$ cat src/hw/rtl/bclr_pkg.sv
// Package: shared types and constants for the button click / long-press scanner.
`default_nettype none
package bclr_pkg;

  localparam int NUM_BUTTONS = 4;
  localparam int CNT_W       = 16;
  localparam int BIDX_W      = 2;
  localparam int CFG_IDX_W   = 2;

  localparam logic [CNT_W-1:0] CNT_MAX = 16'hFFFF;

  // configuration register indexes
  localparam logic [CFG_IDX_W-1:0] REG_DEBOUNCE   = 2'd0;
  localparam logic [CFG_IDX_W-1:0] REG_LONG_PRESS = 2'd1;
  localparam logic [CFG_IDX_W-1:0] REG_REPEAT     = 2'd2;

  localparam logic [CNT_W-1:0] DEBOUNCE_RST   = 16'd2;
  localparam logic [CNT_W-1:0] LONG_PRESS_RST = 16'd100;
  localparam logic [CNT_W-1:0] REPEAT_RST     = 16'd15;

  // event kinds
  localparam logic KIND_CLICK = 1'b0;
  localparam logic KIND_LONG  = 1'b1;

  typedef struct packed {
    logic [CNT_W-1:0] debounce_ticks;
    logic [CNT_W-1:0] long_press_ticks;
    logic [CNT_W-1:0] repeat_ticks;
  } bclr_cfg_t;

  typedef struct packed {
    logic hit;
    logic kind;
  } bclr_evt_t;

endpackage
`default_nettype wire

$ cat src/hw/rtl/bclr_lane.sv
// Module: per-button lane holding the press counter and long-press flag.
`default_nettype none
module bclr_lane
  import bclr_pkg::*;
(
  input  wire logic      clk,
  input  wire logic      rst_n,
  input  wire logic      step,
  input  wire logic      pressed,
  input  wire bclr_cfg_t cfg,
  output bclr_evt_t      evt
);

  logic [CNT_W-1:0] cnt_r, cnt_nxt;
  logic             long_r, long_nxt;
  logic [CNT_W-1:0] cnt_inc;
  logic [CNT_W-1:0] reload;

  always_comb begin
    cnt_inc = (cnt_r == CNT_MAX) ? cnt_r : cnt_r + 1'b1;
    reload  = (cfg.repeat_ticks > cfg.long_press_ticks) ? '0
            : cfg.long_press_ticks - cfg.repeat_ticks;
    evt      = '{hit: 1'b0, kind: KIND_CLICK};
    cnt_nxt  = '0;
    long_nxt = 1'b0;
    if (pressed) begin
      cnt_nxt  = cnt_inc;
      long_nxt = long_r;
      if (cnt_inc >= cfg.long_press_ticks) begin
        evt      = '{hit: 1'b1, kind: KIND_LONG};
        long_nxt = 1'b1;
        cnt_nxt  = reload;
      end
    end else if (cnt_r >= cfg.debounce_ticks && !long_r) begin
      evt = '{hit: 1'b1, kind: KIND_CLICK};
    end
  end

  always_ff @(posedge clk) begin
    if (!rst_n) begin
      cnt_r  <= '0;
      long_r <= 1'b0;
    end else if (step) begin
      cnt_r  <= cnt_nxt;
      long_r <= long_nxt;
    end
  end

endmodule
`default_nettype wire

$ cat config.mk
export PLATFORM = sky130hd
export DESIGN_NAME = bclr_lane
export DESIGN_NICKNAME = d
export VERILOG_FILES = /design/src/hw/rtl/bclr_pkg.sv /design/src/hw/rtl/bclr_lane.sv
export SDC_FILE = /design/constraint.sdc
export NUM_CORES = 1
export LEC_CHECK = 0
export BUFFER_PORTS_ARGS = -buffer_cell sky130_fd_sc_hd__buf_2
export CORE_ASPECT_RATIO = 2
export CORE_MARGIN = 4
export CORE_UTILIZATION = 62
export DETAILED_ROUTE_END_ITERATION = 12
export PLACE_DENSITY = 0.95
export SYNTH_ARGS = -nofsm -noshare
export SYNTH_HDL_FRONTEND = slang
export SYNTH_SLANG_ARGS = --single-unit
export TNS_END_PERCENT = 5
$ cat constraint.sdc
create_clock -name clk -period 6.2 [get_ports clk]
set_input_delay 0.31 -clock clk [delete_from_list [all_inputs] [get_ports clk]]
set_output_delay 0.31 -clock clk [all_outputs]
set_load 0.01 [all_outputs]
# == Word level (Yosys, flattened, before mapping) ==
# Cells that the tools add are included.
# totals
elab_cells,21
out_inout_bits,2
input_bits,52
regBits,17
# classes
magnitude_cmp,3
mux,9
reduce_logical,3
n_addsub,2
eq_ne,2
# ops
operator,n
2-to-1 mux 16 bit,4
>= comparator 16 bit,2
"adder 16 x 1 -> 16 bit, second input constant",1
"equality test 16 bit, second input constant",1
greater-than comparator 16 bit,1
subtractor 16 bit,1
2-to-1 mux 2 bit,3
2-to-1 mux 1 bit,2
"!= test 2 x 1 -> 1 bit, second input constant",1
AND reduction 2 bit,1
logical AND 1 bit,1
zero test 1 bit,1

# == Logic depth before layout (Yosys ltp) ==
# logic_depth
word_depth,5
ltp_mapped,17
mapped_depth_nobuf,15

# == Worst setup path after synthesis ==
# No wires, ideal clock.
# synth_timing
path_type,register to output
startpoint,register cnt_r[0]
endpoint,output evt[1] (netlist bit)
path_stages_with_launch,18
t_required_ps,5890
slack_ps,2661
arrival_time_ps,3229
path_cell_list,dfxtp_1 ha_1 and3_1 clkbuf_1 nand2_1 nand3_1 nor2_1 xnor2_1 inv_1 ha_1 a21o_1 a221oi_1 o21ai_0 a21oi_1 and2_1 buf_2 nor2_1 a21o_1
# synth_rtl
item,line_no,text
from (decl),bclr_lane.sv:14,"logic [CNT_W-1:0] cnt_r, cnt_nxt;"
from (signal assigned),bclr_lane.sv:44,cnt_r <= cnt_nxt;
to (decl),bclr_lane.sv:11,output bclr_evt_t evt

==> reports/results.ini <==
[outcome]
status=finished clean

[clock_tree]
cts_max_path_buffers=2
clock-root-buffer=clkbuf_8
cts.sinks=17
clkTransAtPathRegs_ns=0.06
postCtsHoldBufs=0
cts_inserted_buffers=3
cts_tree=done
ctsResizeCount=0
cts_setup_buffers=0
clk_latency_ns=0.26
ctsHtreeMaxLevel=1

[timing]
fmax_ghz=0.2241
drv_slew=0
fin_tns_setup_ns=0
finClkSkew_ns=0.002775
rsz0062_at_grt=false
hold_viol=0
tightest_slew_ns=0.8005
timing.final.crit_share_pct=71.98
relSlewSlack_pct=46.52
worst_hold_slack_ns=0.4114
fin_crit_ns=4.463
setup_violations=0

[setup_path]
crit_type=reg2out
rr_endpoint=cnt_r[3]$_SDFFE_PN0P_
reg2reg_from=cnt_r[13]$_SDFFE_PN0P_
r2r_setup_slack_ns=2.10
crit_fanout=9
cp_data_arrival_time_ns=4.15
worstPathRequired_ns=5.89
reg2regPathDepth=15
crit_start=cnt_r[13]$_SDFFE_PN0P_
worstSetupStartpointType=flop
endpoint_kind=primary output

[floorplan]
dieArea_mm2=0.005719
die_w_um=55.51
rows=34
die_h_um=103.0
initial_core_util_pct=64.50
core_area_mm2=0.004339
num_io_pins=54

[logic_synthesis]
yosysSeqAreaShare_pct=12.16
synth_seq_cells=17
yosys.area.top_type=ha_1
syn_nets=464
yosys.area.top_type_share_pct=21.90
yosysMostFrequentCell=inv_1
synth_common_cells=65 x inv_1, 49 x ha_1, 31 x nand2_1
netlist_instances=362
ys.flop_type=dfxtp_1
synth_edf_count=0
yosysWarnings=0
async_flop_share_pct=0
synth.avg_cell_area_um2=7.732
synthTopCellsByArea=ha_1 22%, dfxtp_1 12%, inv_1 8.7%
synth_area_mm2=0.002799
yosysUniqueCellTypes=57

[pwr]
ir_worst_vdd_mv=0.09722
p_leak_nw=1.661
p_per_area_mw_per_mm2=115.1

[detailed_routing]
remaining_drc_errors=0
wl_per_cell_um=15.02
vias_per_cell=5.944
wl_um=6953
vias=2752
dr.pass1.iters=4
drtAntennaViolNets=0
drt-initial-drc-count=56

[finish]
nets=512
drive_gt1_share_pct=20.29
antenna-diode-count=0
syn_to_final_growth_pct=11.13
finalNonFillerCells=463

[place]
dp.cells=459
dp_hpwl_um=5981
gp_congestion=0.8740
io_buffers=53

[global_routing]
grt_max_degree=13
overflow=0
antenna_found_initial=0
grt_use_total_pct=24.70
grt_pass1_vias=2698
grt_pass1_wl_um=11500

[worst_hold_path]
holdPathStages=2
min_path_type=in2reg
hold_start=rst_n
whs_endpoint=long_r$_SDFFE_PN0P_

[flow_run]
cap_violations=0

==> sequential cells by signal (all words and copies together), names as in the netlist <==
name	count
cnt_r	16
long_r	1
==> routing by layer <==
layer	wire length (um)	vias to the layer above	track usage [%]	share of wire, %
li1	-	1382	-	-
met3	265	39	3.634	3.8
met1	2428	1243	22.37	35
met5	0	-	0	0
met2	3768	88	47.99	54
met4	491	0	19.29	7.1
==> placed cells by master, fill, tap and decap left out, drive strengths merged, types with 5 or more instances in the layout <==
| cell | synthesis | routed |
|---|---|---|
| a21o | 12 | 12 |
| nand2b | 5 | 5 |
| nand2 | 31 | 31 |
| nand4 | 7 | 7 |
| ha | 49 | 49 |
| inv | 65 | 65 |
| xnor2 | 13 | 13 |
| o221ai | 11 | 11 |
| a31oi | 7 | 7 |
| o21ai | 17 | 17 |
| nand3 | 12 | 12 |
| xor2 | 10 | 10 |
| nor2 | 18 | 18 |
| dfxtp | 17 | 17 |
| a21oi | 28 | 28 |
| buf | 4 | 53 |
==> metrics by stage <==
step / cell area [um2] / total power, mW / utilization [%] / setup WS (ns)
2_1_floorplan: 2799 / 0.2307 / - / 2.661
3_3_place_gp: 3065 / 0.2690 / 70.65 / 2.343
3_5_place_dp: 3065 / 0.2746 / 70.65 / 2.033
4_1_cts: 3110 / 0.3561 / 71.68 / 1.743
5_1_grt: 3110 / 0.3775 / 71.68 / 1.392
6_report: 3110 / 0.3579 / 71.68 / 1.737
==> area by class of cell <==
cell class / count / area (um2)
well taps: 54 / 67.56
flip-flops and latches: 17 / 340.3
inverters: 65 / 244.0
fillers: 372 / 1229
repair buffers: 53 / 265.3
clock buffers: 4 / 45.04
multi-input cells: 270 / 2148
==> critical path, cell delays in order (launching register included) <==
cell and delay, ns:
dfxtp_1 0.44, nand3_1 0.13, nor3_1 0.43, nand2_1 0.29
nand3_1 0.17, nor2_1 0.06, xnor2_1 0.26, inv_1 0.08
ha_1 0.30, a21o_1 0.19, a221oi_1 0.25, o21ai_0 0.18
a21oi_1 0.29, and2_1 0.41, nor2_1 0.11, a21o_1 0.17
buf_2 0.13
==> worst max path at each step <==
| stage | end | slack, ns |
|---|---|---|
| CTS | evt[1] | 1.74 |
| detailed placement | evt[1] | 2.03 |
| finish | evt[1] | 1.74 |
| global route | evt[1] | 1.39 |
| global placement | evt[1] | 2.34 |
| floorplan | evt[1] | 2.66 |
==> report_power, final <==
part	leakage (nW)	internal [mW]	switching (mW)
Combinational	1.50	0.0676	0.0918
Clock	0.0228	0.0457	0.0378
Sequential	0.138	0.111	0.00352
==> cell families (layout without fill, tap and decap cells) <==
family,after synthesis,after routing,share of synthesized area (%)
AOI/OAI and AO/OA,100,100,27.94
and+or+nand+nor,95,95,18.19
DFF,17,17,12.16
buffers and inverters,75,122,11.09
xor gates and xnor gates,23,23,7.197
muxes,2,2,0.8046
adders and majority gates,50,50,22.62
No activity file was read; power rests on OpenSTA's default activity.
