===== src/hw/rtl/bclr_pkg.sv =====
// Package: shared types and constants for the button click / long-press scanner.
`default_nettype none
package bclr_pkg;

  localparam int NUM_BUTTONS = 4;
  localparam int CNT_W       = 16;
  localparam int BIDX_W      = 2;
  localparam int CFG_IDX_W   = 2;

  localparam logic [CNT_W-1:0] CNT_MAX = 16'hFFFF;

  // configuration register indexes
  localparam logic [CFG_IDX_W-1:0] REG_DEBOUNCE   = 2'd0;
  localparam logic [CFG_IDX_W-1:0] REG_LONG_PRESS = 2'd1;
  localparam logic [CFG_IDX_W-1:0] REG_REPEAT     = 2'd2;

  localparam logic [CNT_W-1:0] DEBOUNCE_RST   = 16'd2;
  localparam logic [CNT_W-1:0] LONG_PRESS_RST = 16'd100;
  localparam logic [CNT_W-1:0] REPEAT_RST     = 16'd15;

  // event kinds
  localparam logic KIND_CLICK = 1'b0;
  localparam logic KIND_LONG  = 1'b1;

  typedef struct packed {
    logic [CNT_W-1:0] debounce_ticks;
    logic [CNT_W-1:0] long_press_ticks;
    logic [CNT_W-1:0] repeat_ticks;
  } bclr_cfg_t;

  typedef struct packed {
    logic hit;
    logic kind;
  } bclr_evt_t;

endpackage
`default_nettype wire


===== src/hw/rtl/bclr_merge.sv =====
// Module: merges lane events and serializes them in button order.
`default_nettype none
module bclr_merge
  import bclr_pkg::*;
(
  input  wire logic              clk,
  input  wire logic              rst_n,
  input  wire logic              load,
  input  wire bclr_evt_t         evts [NUM_BUTTONS],
  output logic                   load_ok,
  input  wire logic              out_ready,
  output logic                   out_valid,
  output logic [BIDX_W-1:0]      out_index,
  output logic                   out_kind,
  output logic                   out_last
);

  logic [NUM_BUTTONS-1:0] mask_r, mask_nxt;
  logic [NUM_BUTTONS-1:0] kind_r;
  logic [NUM_BUTTONS-1:0] sel_oh;
  logic [NUM_BUTTONS-1:0] rest;
  logic [NUM_BUTTONS-1:0] hits, kinds;

  always_comb begin
    out_index = '0;
    for (int i = NUM_BUTTONS - 1; i >= 0; i--) begin
      if (mask_r[i]) out_index = BIDX_W'(i);
    end
    sel_oh    = NUM_BUTTONS'(1) << out_index;
    rest      = mask_r & ~sel_oh;
    out_valid = |mask_r;
    out_kind  = kind_r[out_index];
    out_last  = (rest == '0);
    // free now, or the last pending word leaves this cycle
    load_ok   = !out_valid || (out_last && out_ready);
    for (int i = 0; i < NUM_BUTTONS; i++) begin
      hits[i]  = evts[i].hit;
      kinds[i] = evts[i].kind;
    end
    mask_nxt = mask_r;
    if (load)
      mask_nxt = hits;
    else if (out_valid && out_ready)
      mask_nxt = rest;
  end

  always_ff @(posedge clk) begin
    if (!rst_n) begin
      mask_r <= '0;
    end else begin
      mask_r <= mask_nxt;
    end
  end

  always_ff @(posedge clk) begin
    if (load) begin
      kind_r <= kinds;
    end
  end

endmodule
`default_nettype wire


===== config.mk =====
export PLATFORM = sky130hd
export DESIGN_NAME = bclr_merge
export DESIGN_NICKNAME = d
export VERILOG_FILES = /design/src/hw/rtl/bclr_pkg.sv /design/src/hw/rtl/bclr_merge.sv
export SDC_FILE = /design/constraint.sdc
export NUM_CORES = 1
export LEC_CHECK = 0
export ABC_AREA = 1
export BUFFER_PORTS_ARGS = -buffer_cell sky130_fd_sc_hd__buf_2
export CAP_MARGIN = 20
export CORE_AREA = 4 4 41 43
export CTS_BUF_LIST = sky130_fd_sc_hd__clkbuf_16
export DETAILED_ROUTE_END_ITERATION = 6
export DIE_AREA = 0 0 45 47
export PLACE_DENSITY_LB_ADDON = 0.12
export SLEW_MARGIN = 5
export SYNTH_ARGS = -nofsm -noshare
export SYNTH_HDL_FRONTEND = slang
export SYNTH_SLANG_ARGS = --single-unit

===== constraint.sdc =====
create_clock -name clk -period 1.05 [get_ports clk]
set_input_delay 0.1575 -clock clk [delete_from_list [all_inputs] [get_ports clk]]
set_output_delay 0.1575 -clock clk [all_outputs]
set_load 0.01 [all_outputs]

# Word level (Yosys, flattened, before mapping)
# Cells that the tools add are included.
# totals
latchBits,0
out_inout_bits,6
ram_bits,0
memories,0
wordCells,21
mem_bits_ro,0
inputBits,12
ff_bits,8
# op_classes
bitwise,2
n_reduce_logical,7
n_shift,1
mul,0
magnitude_cmp,1
n_div,0
n_eq_ne,0
addsub,0
mux,8
# op_table
op,n
two-way mux 2 bit,4
two-way mux 4 bit,2
bitwise AND 4 bit,1
logical NOT 4 bit,1
inverter 4 bit,1
OR reduction 4 bit,1
"left shift 1 x 2 -> 4 bit, first input constant",1
"< comparator 2 x 3 -> 1 bit, second input constant",1
binary-select mux 1 bit (select 2 bit),1
logical AND 1 bit,2
nonzero test 2 bit,1
logical NOT 1 bit,1
logical OR 1 bit,1
two-way mux 1 bit,1

# Logic depth before layout (Yosys ltp)
# Gate-level depths: netlist of the first run.
# logic_depth
ltp_word,10
depth_mapped,7
mapped_depth_nobuf,7

# Worst setup path before layout of the first run
# OpenSTA, ideal clock, no wires.
# synth_timing
path_kind,reg2out
from,register mask_r[3]
to,output port out_kind
t_arrival_ps,1022
setup_slack_ps,-130
path_buffers,0
t_required_ps,892
path_stages_with_launch,5
cell_sequence,dfxtp_1 nor2_2 nor3_1 nand3b_1 nand2_1
# synth_between
elab_chain_cells,6
# synth_lines
element,line_no,rtl
"start, declared",bclr_merge.sv:18,"logic [NUM_BUTTONS-1:0] mask_r, mask_nxt;"
"start signal, assigned",bclr_merge.sv:51,mask_r <= mask_nxt;
two-way mux 2 bit (4 in a row),bclr_merge.sv:27,if (mask_r[i]) out_index = BIDX_W'(i);
named net out_index[1],bclr_merge.sv:13,"output logic [BIDX_W-1:0] out_index,"
binary-select mux 1 bit (select 2 bit),bclr_merge.sv:32,out_kind = kind_r[out_index];
two-way mux 1 bit (implied by the code),bclr_merge.sv:32,
"end, declared",bclr_merge.sv:14,"output logic out_kind,"
# The timed path passes the listed nets, and every way through them passes these cells. The select of a mux whose other input is x is not followed.

# Worst setup path after layout of the first run
# layout_timing
from,register mask_r[0]
to,output port out_kind
# layout_between
elab_chain_cells,3
# layout_lines
element,line_no
two-way mux 2 bit,bclr_merge.sv:27
binary-select mux 1 bit (select 2 bit),bclr_merge.sv:32
two-way mux 1 bit (implied by the code),bclr_merge.sv:32
# No other way between the ends. The select of a mux whose other input is x is not followed.

==> run metrics, run 1 <==
final std cells w/o fill=115; worst vdd ir=about 0.0015 V; Placeable Area=about 1300 µm²; number of buffers created by CTS=3; Worst setup startpoint=mask_r[0]; Static Leakage=~0.43 nW; Placed Cells=roughly 100; Area Overhead vs Synth=81.9%; num ports=18; Design Area, Final=roughly 820 µm²; Int Pwr=roughly 1.0 mW; Net Count, Synth=76; gpl congestion=between 0.7 and 0.8; Synth Area in Adders=0%; outcome=finished with violations; crit path DAT=around 1.2 ns; Worst R2R End=mask_r[3]; RSZ-0062 raised after global routing=yes; r2r setup slk=-0.19 ns; synthesis-stage register bit count=8; worst path required time=a little under 0.9 ns; detailed-placement wirelength estimate=819 µm; starting density of the core=between 30% and 40%; Final Power=around 1.4 mW; mux contribution to synthesized area=0%; number of port buffers=17; switching share of total power=about a quarter; critical path's slowest cell=dfxtp_4; worst rel slew slack=about 85%; complex-gate fraction of the synthesized area=3.89%; Post-DP Area=around 620 µm²; die area=2120 µm²; root buffer cell=clkbuf_16; synth warn=0; CP Cell Sequence=buf_4 > nor3_2 > nand3b_1 > nand2_1 > buf_2; DRT iter0 DRCs=6; Residual DRC=0; commonest cells after routing, fill and taps aside=18 x nand2_1, 15 x buf_2, 13 x buf_4; Antenna Cells=0; setup_tns=-2.01 ns; DRT Pass-1 Iters=3; Synth Area per Inst=7.04 µm²; dpl ws=-0.0986 ns; Setup WS post-layout=-0.314 ns; Worst-path clk slew=0.04 ns; pin count of the biggest net entering global routing=9; Pwr Density=1680 nW/µm²; CP Max Fanout=3; vias in the first global route=479; Clock Power Share=46.0%; clk buf depth=2; Highest Clock Rate=approximately 0.73 GHz; Vias=497; largest family of logic cells by synthesized area=simple AND/OR/NAND/NOR gates; Seq/Total Area, Yosys=44.4%; CP startpoint kind=flip-flop; final-stage net count=113; # setup viols final=10; DR WL/cell=9.97 µm; first-pass GRT wire length=1970 µm; reg2reg path depth=9; Synth cell types=12; worst skew pair latency=roughly 0.23 ns; worst path buffer plus inverter count=2; initial antenna violation count=0; CTS Hold Bufs=0; CTS tree=built; total congestion overflow=0; final number of hold-violating endpoints=0; simple-gate share of the synthesized area=45.0%; fraction of layout cells with a size suffix above 1=between 50 and 60%; Mapped Cells=64; most common cell after layout, fill and taps aside=nand2_1; die height=47 µm; share of total power in sequential cells=roughly 27%; Critical Path End Type=output port; Max Slew Vio Count=0; Total Routing Usage GR=12.4%; FILL cells=between 100 and 150; Slew @ Worst Pin=around 0.22 ns; chip width=45 µm; CTS H-tree depth=1; fin crit period=~1.4 ns; Max Clock Skew=approximately 0.00021 ns; Logic pwr share=a little over a quarter; R2R Path Start=mask_r[0]; crit path kind=flip-flop to output port; violated checks=setup timing; Cell Rows=13; XOR/XNOR share of the synthesized area=0%; number of max-cap violations=0; Crit. path cell count=5; largest stage delay on the critical path=approximately 0.35 ns; Netlist Area Pre-Place=450 µm²; P_sw=334 µW; CTS sink cnt=8; Final Cycle Share=130%; kind of cell adding the most delay to the critical path=simple AND/OR/NAND/NOR gates; final WL=roughly 1100 µm; drt via density=around 4.3; ANT nets after route=0; CP endpoint=out_kind; HP Class=input port to flip-flop
logic make-up (layout without fill, tap and decap cells):
logic type      Yosys count  in the layout
buf+inv                   8             44
flops                     8              8
simple gates             45             45
compound gates            3              3
power by group through the flow:
stage | clock network, mW | registers, mW | logic [mW]
CTS | 0.645 | 0.378 | 0.353
finish | 0.635 | 0.377 | 0.368
floorplan | 0 | 0.379 | 0.150
global placement | 0 | 0.382 | 0.259
detailed placement | 0 | 0.383 | 0.261
global route | 0.670 | 0.379 | 0.414
what timing repair did:
item / CTS / global route
gates resized for setup: 13 / 6
setup buffers: 8 / 1
endpoints found under the setup margin: 8 / 10
pin swaps: 4 / 2
worst min-delay path by stage:
stage          startpoint         to  slack, ns  cells after the start
6_report          evts[2]  kind_r[2]       0.10                      1
5_1_grt           evts[4]  kind_r[1]       0.10                      1
4_1_cts           evts[2]  kind_r[2]       0.10                      1
3_5_place_dp      evts[4]  kind_r[1]       0.34                      1
3_3_place_gp      evts[2]  kind_r[2]       0.33                      1
2_1_floorplan     evts[6]  kind_r[0]       0.26                      0
metrics by stage:
step | hold slack [ns] | utilization [%]
global route | 0.104 | 63.0
detailed placement | 0.337 | 47.8
finish | 0.103 | 63.0
floorplan | 0.256 | -
CTS | 0.101 | 61.3
global placement | 0.334 | 47.8
cell usage after synthesis (all sizes together):
cell / number / area (µm²)
a21boi: 1 / 7.51
a21oi: 2 / 10.0
dfxtp: 4 / 80.1
edfxtp: 4 / 120
inv: 8 / 30.0
nand2: 25 / 101
nand3: 5 / 25.0
nand3b: 3 / 22.5
nor2: 11 / 48.8
nor3: 1 / 5.00
layout make-up:
cell class	instances	area, µm²	share of cell area, %
Tap cell	15	18.8	2.29
Timing Repair Buffer	32	218	26.6
Sequential cell	8	210	25.6
Clock buffer	3	75.1	9.16
Inverter	8	30.0	3.66
Clock inverter	1	3.75	0.458
Multi-Input combinational cell	48	264	32.2
metal layers:
| metal | track usage, % | wire, µm |
|---|---|---|
| met1 | 16.2 | 512 |
| met2 | 20.9 | 593 |
| met5 | 0 | 0 |
| met4 | 3.51 | 6 |
| met3 | 2.30 | 34 |
registers in the layout, summed over array words and instances, names as in the netlist:
register and cells:
mask_r 4, kind_r 4
Note: power is estimated with default switching activity, not from simulation.
==> inputs of run 2 (changes only) <==
--- a/config.mk
+++ b/config.mk
@@ -12,6 +12,8 @@
 export CTS_BUF_LIST = sky130_fd_sc_hd__clkbuf_16
 export DETAILED_ROUTE_END_ITERATION = 6
 export DIE_AREA = 0 0 45 47
+export GPL_ROUTABILITY_DRIVEN = 1
+export HOLD_SLACK_MARGIN = 0.05
 export PLACE_DENSITY_LB_ADDON = 0.12
 export SLEW_MARGIN = 5
 export SYNTH_ARGS = -nofsm -noshare
==> constraint.sdc (replaced) <==
create_clock -name clk -period 1.8 [get_ports clk]
set_input_delay 0.27 -clock clk [delete_from_list [all_inputs] [get_ports clk]]
set_output_delay 0.27 -clock clk [all_outputs]
set_load 0.01 [all_outputs]
==> run metrics, run 2 (same netlist as run 1, synthesis figures left out) <==
worst path required time=1.53 ns; Static Leakage=about 0.33 nW; Worst-path clk slew=0.04 ns; dpl ws=around 0.48 ns; Final Power=around 720 µW; P_sw=165 µW; total congestion overflow=0; commonest cells after routing, fill and taps aside=22 x nand2_1, 17 x buf_2, 9 x inv_1; HP Start=evts[2]; FILL cells=roughly 140; CTS sink cnt=8; crit path kind=flip-flop to output port; Max Clock Skew=0.000275 ns; Placed Cells=96; share of total power in sequential cells=a little under a third; vias in the first global route=385; worst vdd ir=between 0.0006 and 0.0007 V; gpl congestion=0.734; worst rel slew slack=a little over 80%; CTS Hold Bufs=0; first-pass GRT wire length=about 1400 µm; outcome=finished clean; CTS tree=built; DRT Pass-1 Iters=2; Critical Path End Type=output port; Total Routing Usage GR=9.40%; crit path DAT=1.27 ns; clk buf depth=2; starting density of the core=roughly a third; Setup Buffers After CTS=0; fin crit period=~1.5 ns; number of buffers created by CTS=3; root buffer cell=clkbuf_16; die area=about 2100 µm²; initial antenna violation count=0; Max Slew Vio Count=0; die height=47 µm; Final Cycle Share=85.8%; drt via density=4.41; CTS H-tree depth=1; Seq. cell area=around 200 µm²; Setup WS post-layout=0.256 ns; Highest Clock Rate=0.648 GHz; Pwr Density=approximately 1100 nW/µm²; num ports=18; final number of hold-violating endpoints=0; CTS resizes=0; Int Pwr=between 500 and 600 µW; Cell Rows=13; ANT nets after route=0; Antenna Cells=0; DR WL/cell=about 9 µm; RSZ-0062 raised after global routing=no; # setup viols final=0; biggest regs=kind_r x4, mask_r x4; critical path's slowest cell=dfxtp_1; R2R Path Start=mask_r[1]; largest stage delay on the critical path=between 0.4 and 0.5 ns; Placeable Area=about 1300 µm²; worst skew pair latency=about 0.23 ns; number of port buffers=17; CP Cell Sequence=nor2_2 > nor3_1 > nand3b_1 > nand2_1 > buf_2; DRT iter0 DRCs=10; Residual DRC=0; final WL=874 µm; fraction of layout cells with a size suffix above 1=between 30% and 40%; Logic pwr share=about 18%; final std cells w/o fill=100; number of max-cap violations=0; Vias=about 440; setup_tns=0 ns; pin count of the biggest net entering global routing=12; Slew @ Worst Pin=0.287 ns; detailed-placement wirelength estimate=between 700 and 800 µm; most common cell after layout, fill and taps aside=nand2_1; HP Class=input port to flip-flop; CP Max Fanout=5; CP startpoint kind=flip-flop; Area Overhead vs Synth=40.6%; Clock Power Share=51.7%; area of the multi-input gates=approximately 220 µm²; final-stage net count=98; switching share of total power=a little under a quarter; chip width=approximately 45 µm; Worst setup startpoint=mask_r[3]
## run 2: cell types whose count changed in the layout (fill, tap and decap cells not counted), moves of 4 or more
cell / change
buf_4: -13
dfxtp_1: +4
nand2_1: +4
buf_6: -4
## run 2: metal layers
| metal | GRT usage (%) | share of wire [%] | vias to the layer above | wire [µm] |
|---|---|---|---|---|
| met5 | 0 | 0 | - | 0 |
| met4 | 5.26 | 0 | 0 | 0 |
| met3 | 2.68 | 6.5 | 0 | 57 |
| met2 | 15.5 | 47 | 8 | 413 |
| met1 | 11.0 | 46 | 188 | 403 |
| li1 | - | - | 245 | - |
## run 2: worst paths after layout
kind               endpoint  slack (ns)  cells after the start
setup / recovery   out_kind        0.26                      5
hold / removal    kind_r[2]        0.22                      1
setup reg to reg  mask_r[1]        0.80                      6
hold reg to reg   mask_r[1]        0.54                      2
## run 2: power groups by stage
| stage | sequential, mW | clock (mW) | combinational [mW] |
|---|---|---|---|
| after detailed placement | 0.221 | 0 | 0.130 |
| final | 0.218 | 0.370 | 0.128 |
| after CTS | 0.218 | 0.376 | 0.130 |
| after floorplan | 0.219 | 0 | 0.0833 |
| after global routing | 0.220 | 0.387 | 0.149 |
| after global placement | 0.221 | 0 | 0.130 |
## run 2: worst max-delay path, delay by kind of cell (launching register included)
kind	cells	cell delay, ns
buf+inv	1	0.13
simple gates	4	0.51
flops	1	0.41
## run 2: per-stage QoR
step / util (%) / cell area (µm²) / hold WS, ns
after floorplan: - / 450 / 0.369
after global placement: 42.6 / 554 / 0.447
after detailed placement: 42.6 / 554 / 0.448
after CTS: 48.7 / 633 / 0.212
after global routing: 48.7 / 633 / 0.213
final: 48.7 / 633 / 0.216
## run 2: cell type report
cell class	instances	share of cell area (%)
tap	15	2.96
clock buffer	3	11.9
multi-input combinational	48	34.8
inverter	8	4.74
clock inverter	1	0.593
timing repair buffer	17	13.4
sequential	8	31.6
==> inputs of run 3 (changes only) <==
--- a/config.mk
+++ b/config.mk
@@ -14,7 +14,7 @@
 export DIE_AREA = 0 0 45 47
 export GPL_ROUTABILITY_DRIVEN = 1
 export HOLD_SLACK_MARGIN = 0.05
-export PLACE_DENSITY_LB_ADDON = 0.12
+export PLACE_DENSITY = 0.64
 export SLEW_MARGIN = 5
 export SYNTH_ARGS = -nofsm -noshare
 export SYNTH_HDL_FRONTEND = slang
==> run metrics, run 3 (same netlist as run 1, synthesis figures left out) <==
Critical Path End Type=output port; setup_tns=0 ns; gpl congestion=about 0.83; final WL=996 µm; fraction of layout cells with a size suffix above 1=30.6%; most common cell after layout, fill and taps aside=nand2_1; Worst-path clk slew=roughly 0.04 ns; first-pass GRT wire length=1700 µm; Final Power=715 µW; CP Max Fanout=5; vias in the first global route=approximately 430; Met2 Wirelength=approximately 520 µm; die area=~2100 µm²; outcome=finished clean; num ports=18; biggest regs=kind_r x4, mask_r x4; HP Class=input port to flip-flop; Antenna Cells=0; Max Clock Skew=approximately 0.00022 ns; worst rel slew slack=80.0%; crit path kind=flip-flop to output port; RSZ-0062 raised after global routing=no; Post-DP Area=~550 µm²; drt via density=between 4 and 5; final-stage net count=between 90 and 100; Design Area, Final=approximately 630 µm²; clk buf depth=2; Pwr Density=between 1000 and 1500 nW/µm²; worst vdd ir=between 0.0005 and 0.0006 V; fin crit period=about 1.6 ns; M1 WL=423 µm; Total Routing Usage GR=a little under an eighth; Placeable Area=about 1300 µm²; Setup WS post-layout=~0.24 ns; initial antenna violation count=0; number of port buffers=17; chip width=approximately 45 µm; hold slack=around 0.22 ns; number of buffers created by CTS=3; Setup Buffers After CTS=0; CP startpoint kind=flip-flop; root buffer cell=clkbuf_16; crit path DAT=1.29 ns; detailed-placement wirelength estimate=around 740 µm; uppermost layer routed=met3; Vias=around 450; Cell Rows=13; Static Leakage=between 0.3 and 0.4 nW; CTS Hold Bufs=0; DR WL/cell=about 10 µm; DRT iter0 DRCs=11; Residual DRC=0; Final Cycle Share=between 80 and 90%; dpl ws=about 0.5 ns; worst skew pair latency=~0.23 ns; CTS resizes=0; final std cells w/o fill=100; Layout Utilization=48.7%; CTS tree=built; CTS H-tree depth=1; Max Slew Vio Count=0; die height=47 µm; # setup viols final=0; total congestion overflow=0; met3 routed WL=approximately 54 µm; Slew @ Worst Pin=around 0.30 ns; worst path required time=approximately 1.5 ns; Highest Clock Rate=0.643 GHz; final number of hold-violating endpoints=0; pin count of the biggest net entering global routing=12; commonest cells after routing, fill and taps aside=22 x nand2_1, 17 x buf_2, 9 x inv_1; CTS sink cnt=8; ANT nets after route=0; Placed Cells=96; Area Overhead vs Synth=40.6%; DRT Pass-1 Iters=4; number of max-cap violations=0; starting density of the core=around a third
-- run 3: final timing paths --
path              startpoint         to  slack [ns]  cells after the start
setup reg to reg   mask_r[1]  mask_r[1]        0.75                      7
hold reg to reg    mask_r[1]  mask_r[1]        0.54                      2
setup / recovery   mask_r[3]   out_kind        0.24                      5
hold / removal       evts[4]  kind_r[1]        0.22                      1
-- run 3: layout make-up --
cell class / instances / area [µm²]
clock buffers: 3 / 75.1
clock inverters: 1 / 3.75
fillers: 143 / 668
inverters: 8 / 30.0
multi-input cells: 48 / 220
flip-flops and latches: 8 / 200
well taps: 15 / 18.8
repair buffers: 17 / 85.1
-- run 3: worst max-delay path: stages, from the launching register on --
cell	delay, ns
dfxtp_1	0.41
nor2_2	0.08
nor3_1	0.25
nand3b_1	0.15
nand2_1	0.04
buf_2	0.13
-- run 3: power by group --
| group | internal [mW] | switching, mW | total [mW] |
|---|---|---|---|
| combinational | 0.0538 | 0.0764 | 0.130 |
| clock | 0.288 | 0.0781 | 0.366 |
| sequential | 0.208 | 0.0106 | 0.219 |
| total | 0.550 | 0.165 | 0.715 |
-- run 3: metal layers --
layer  track usage, %  vias up
met5                0        -
met4             7.02        0
met3             2.68        0
met2             20.6       10
met1             12.1      195
li1                 -      243
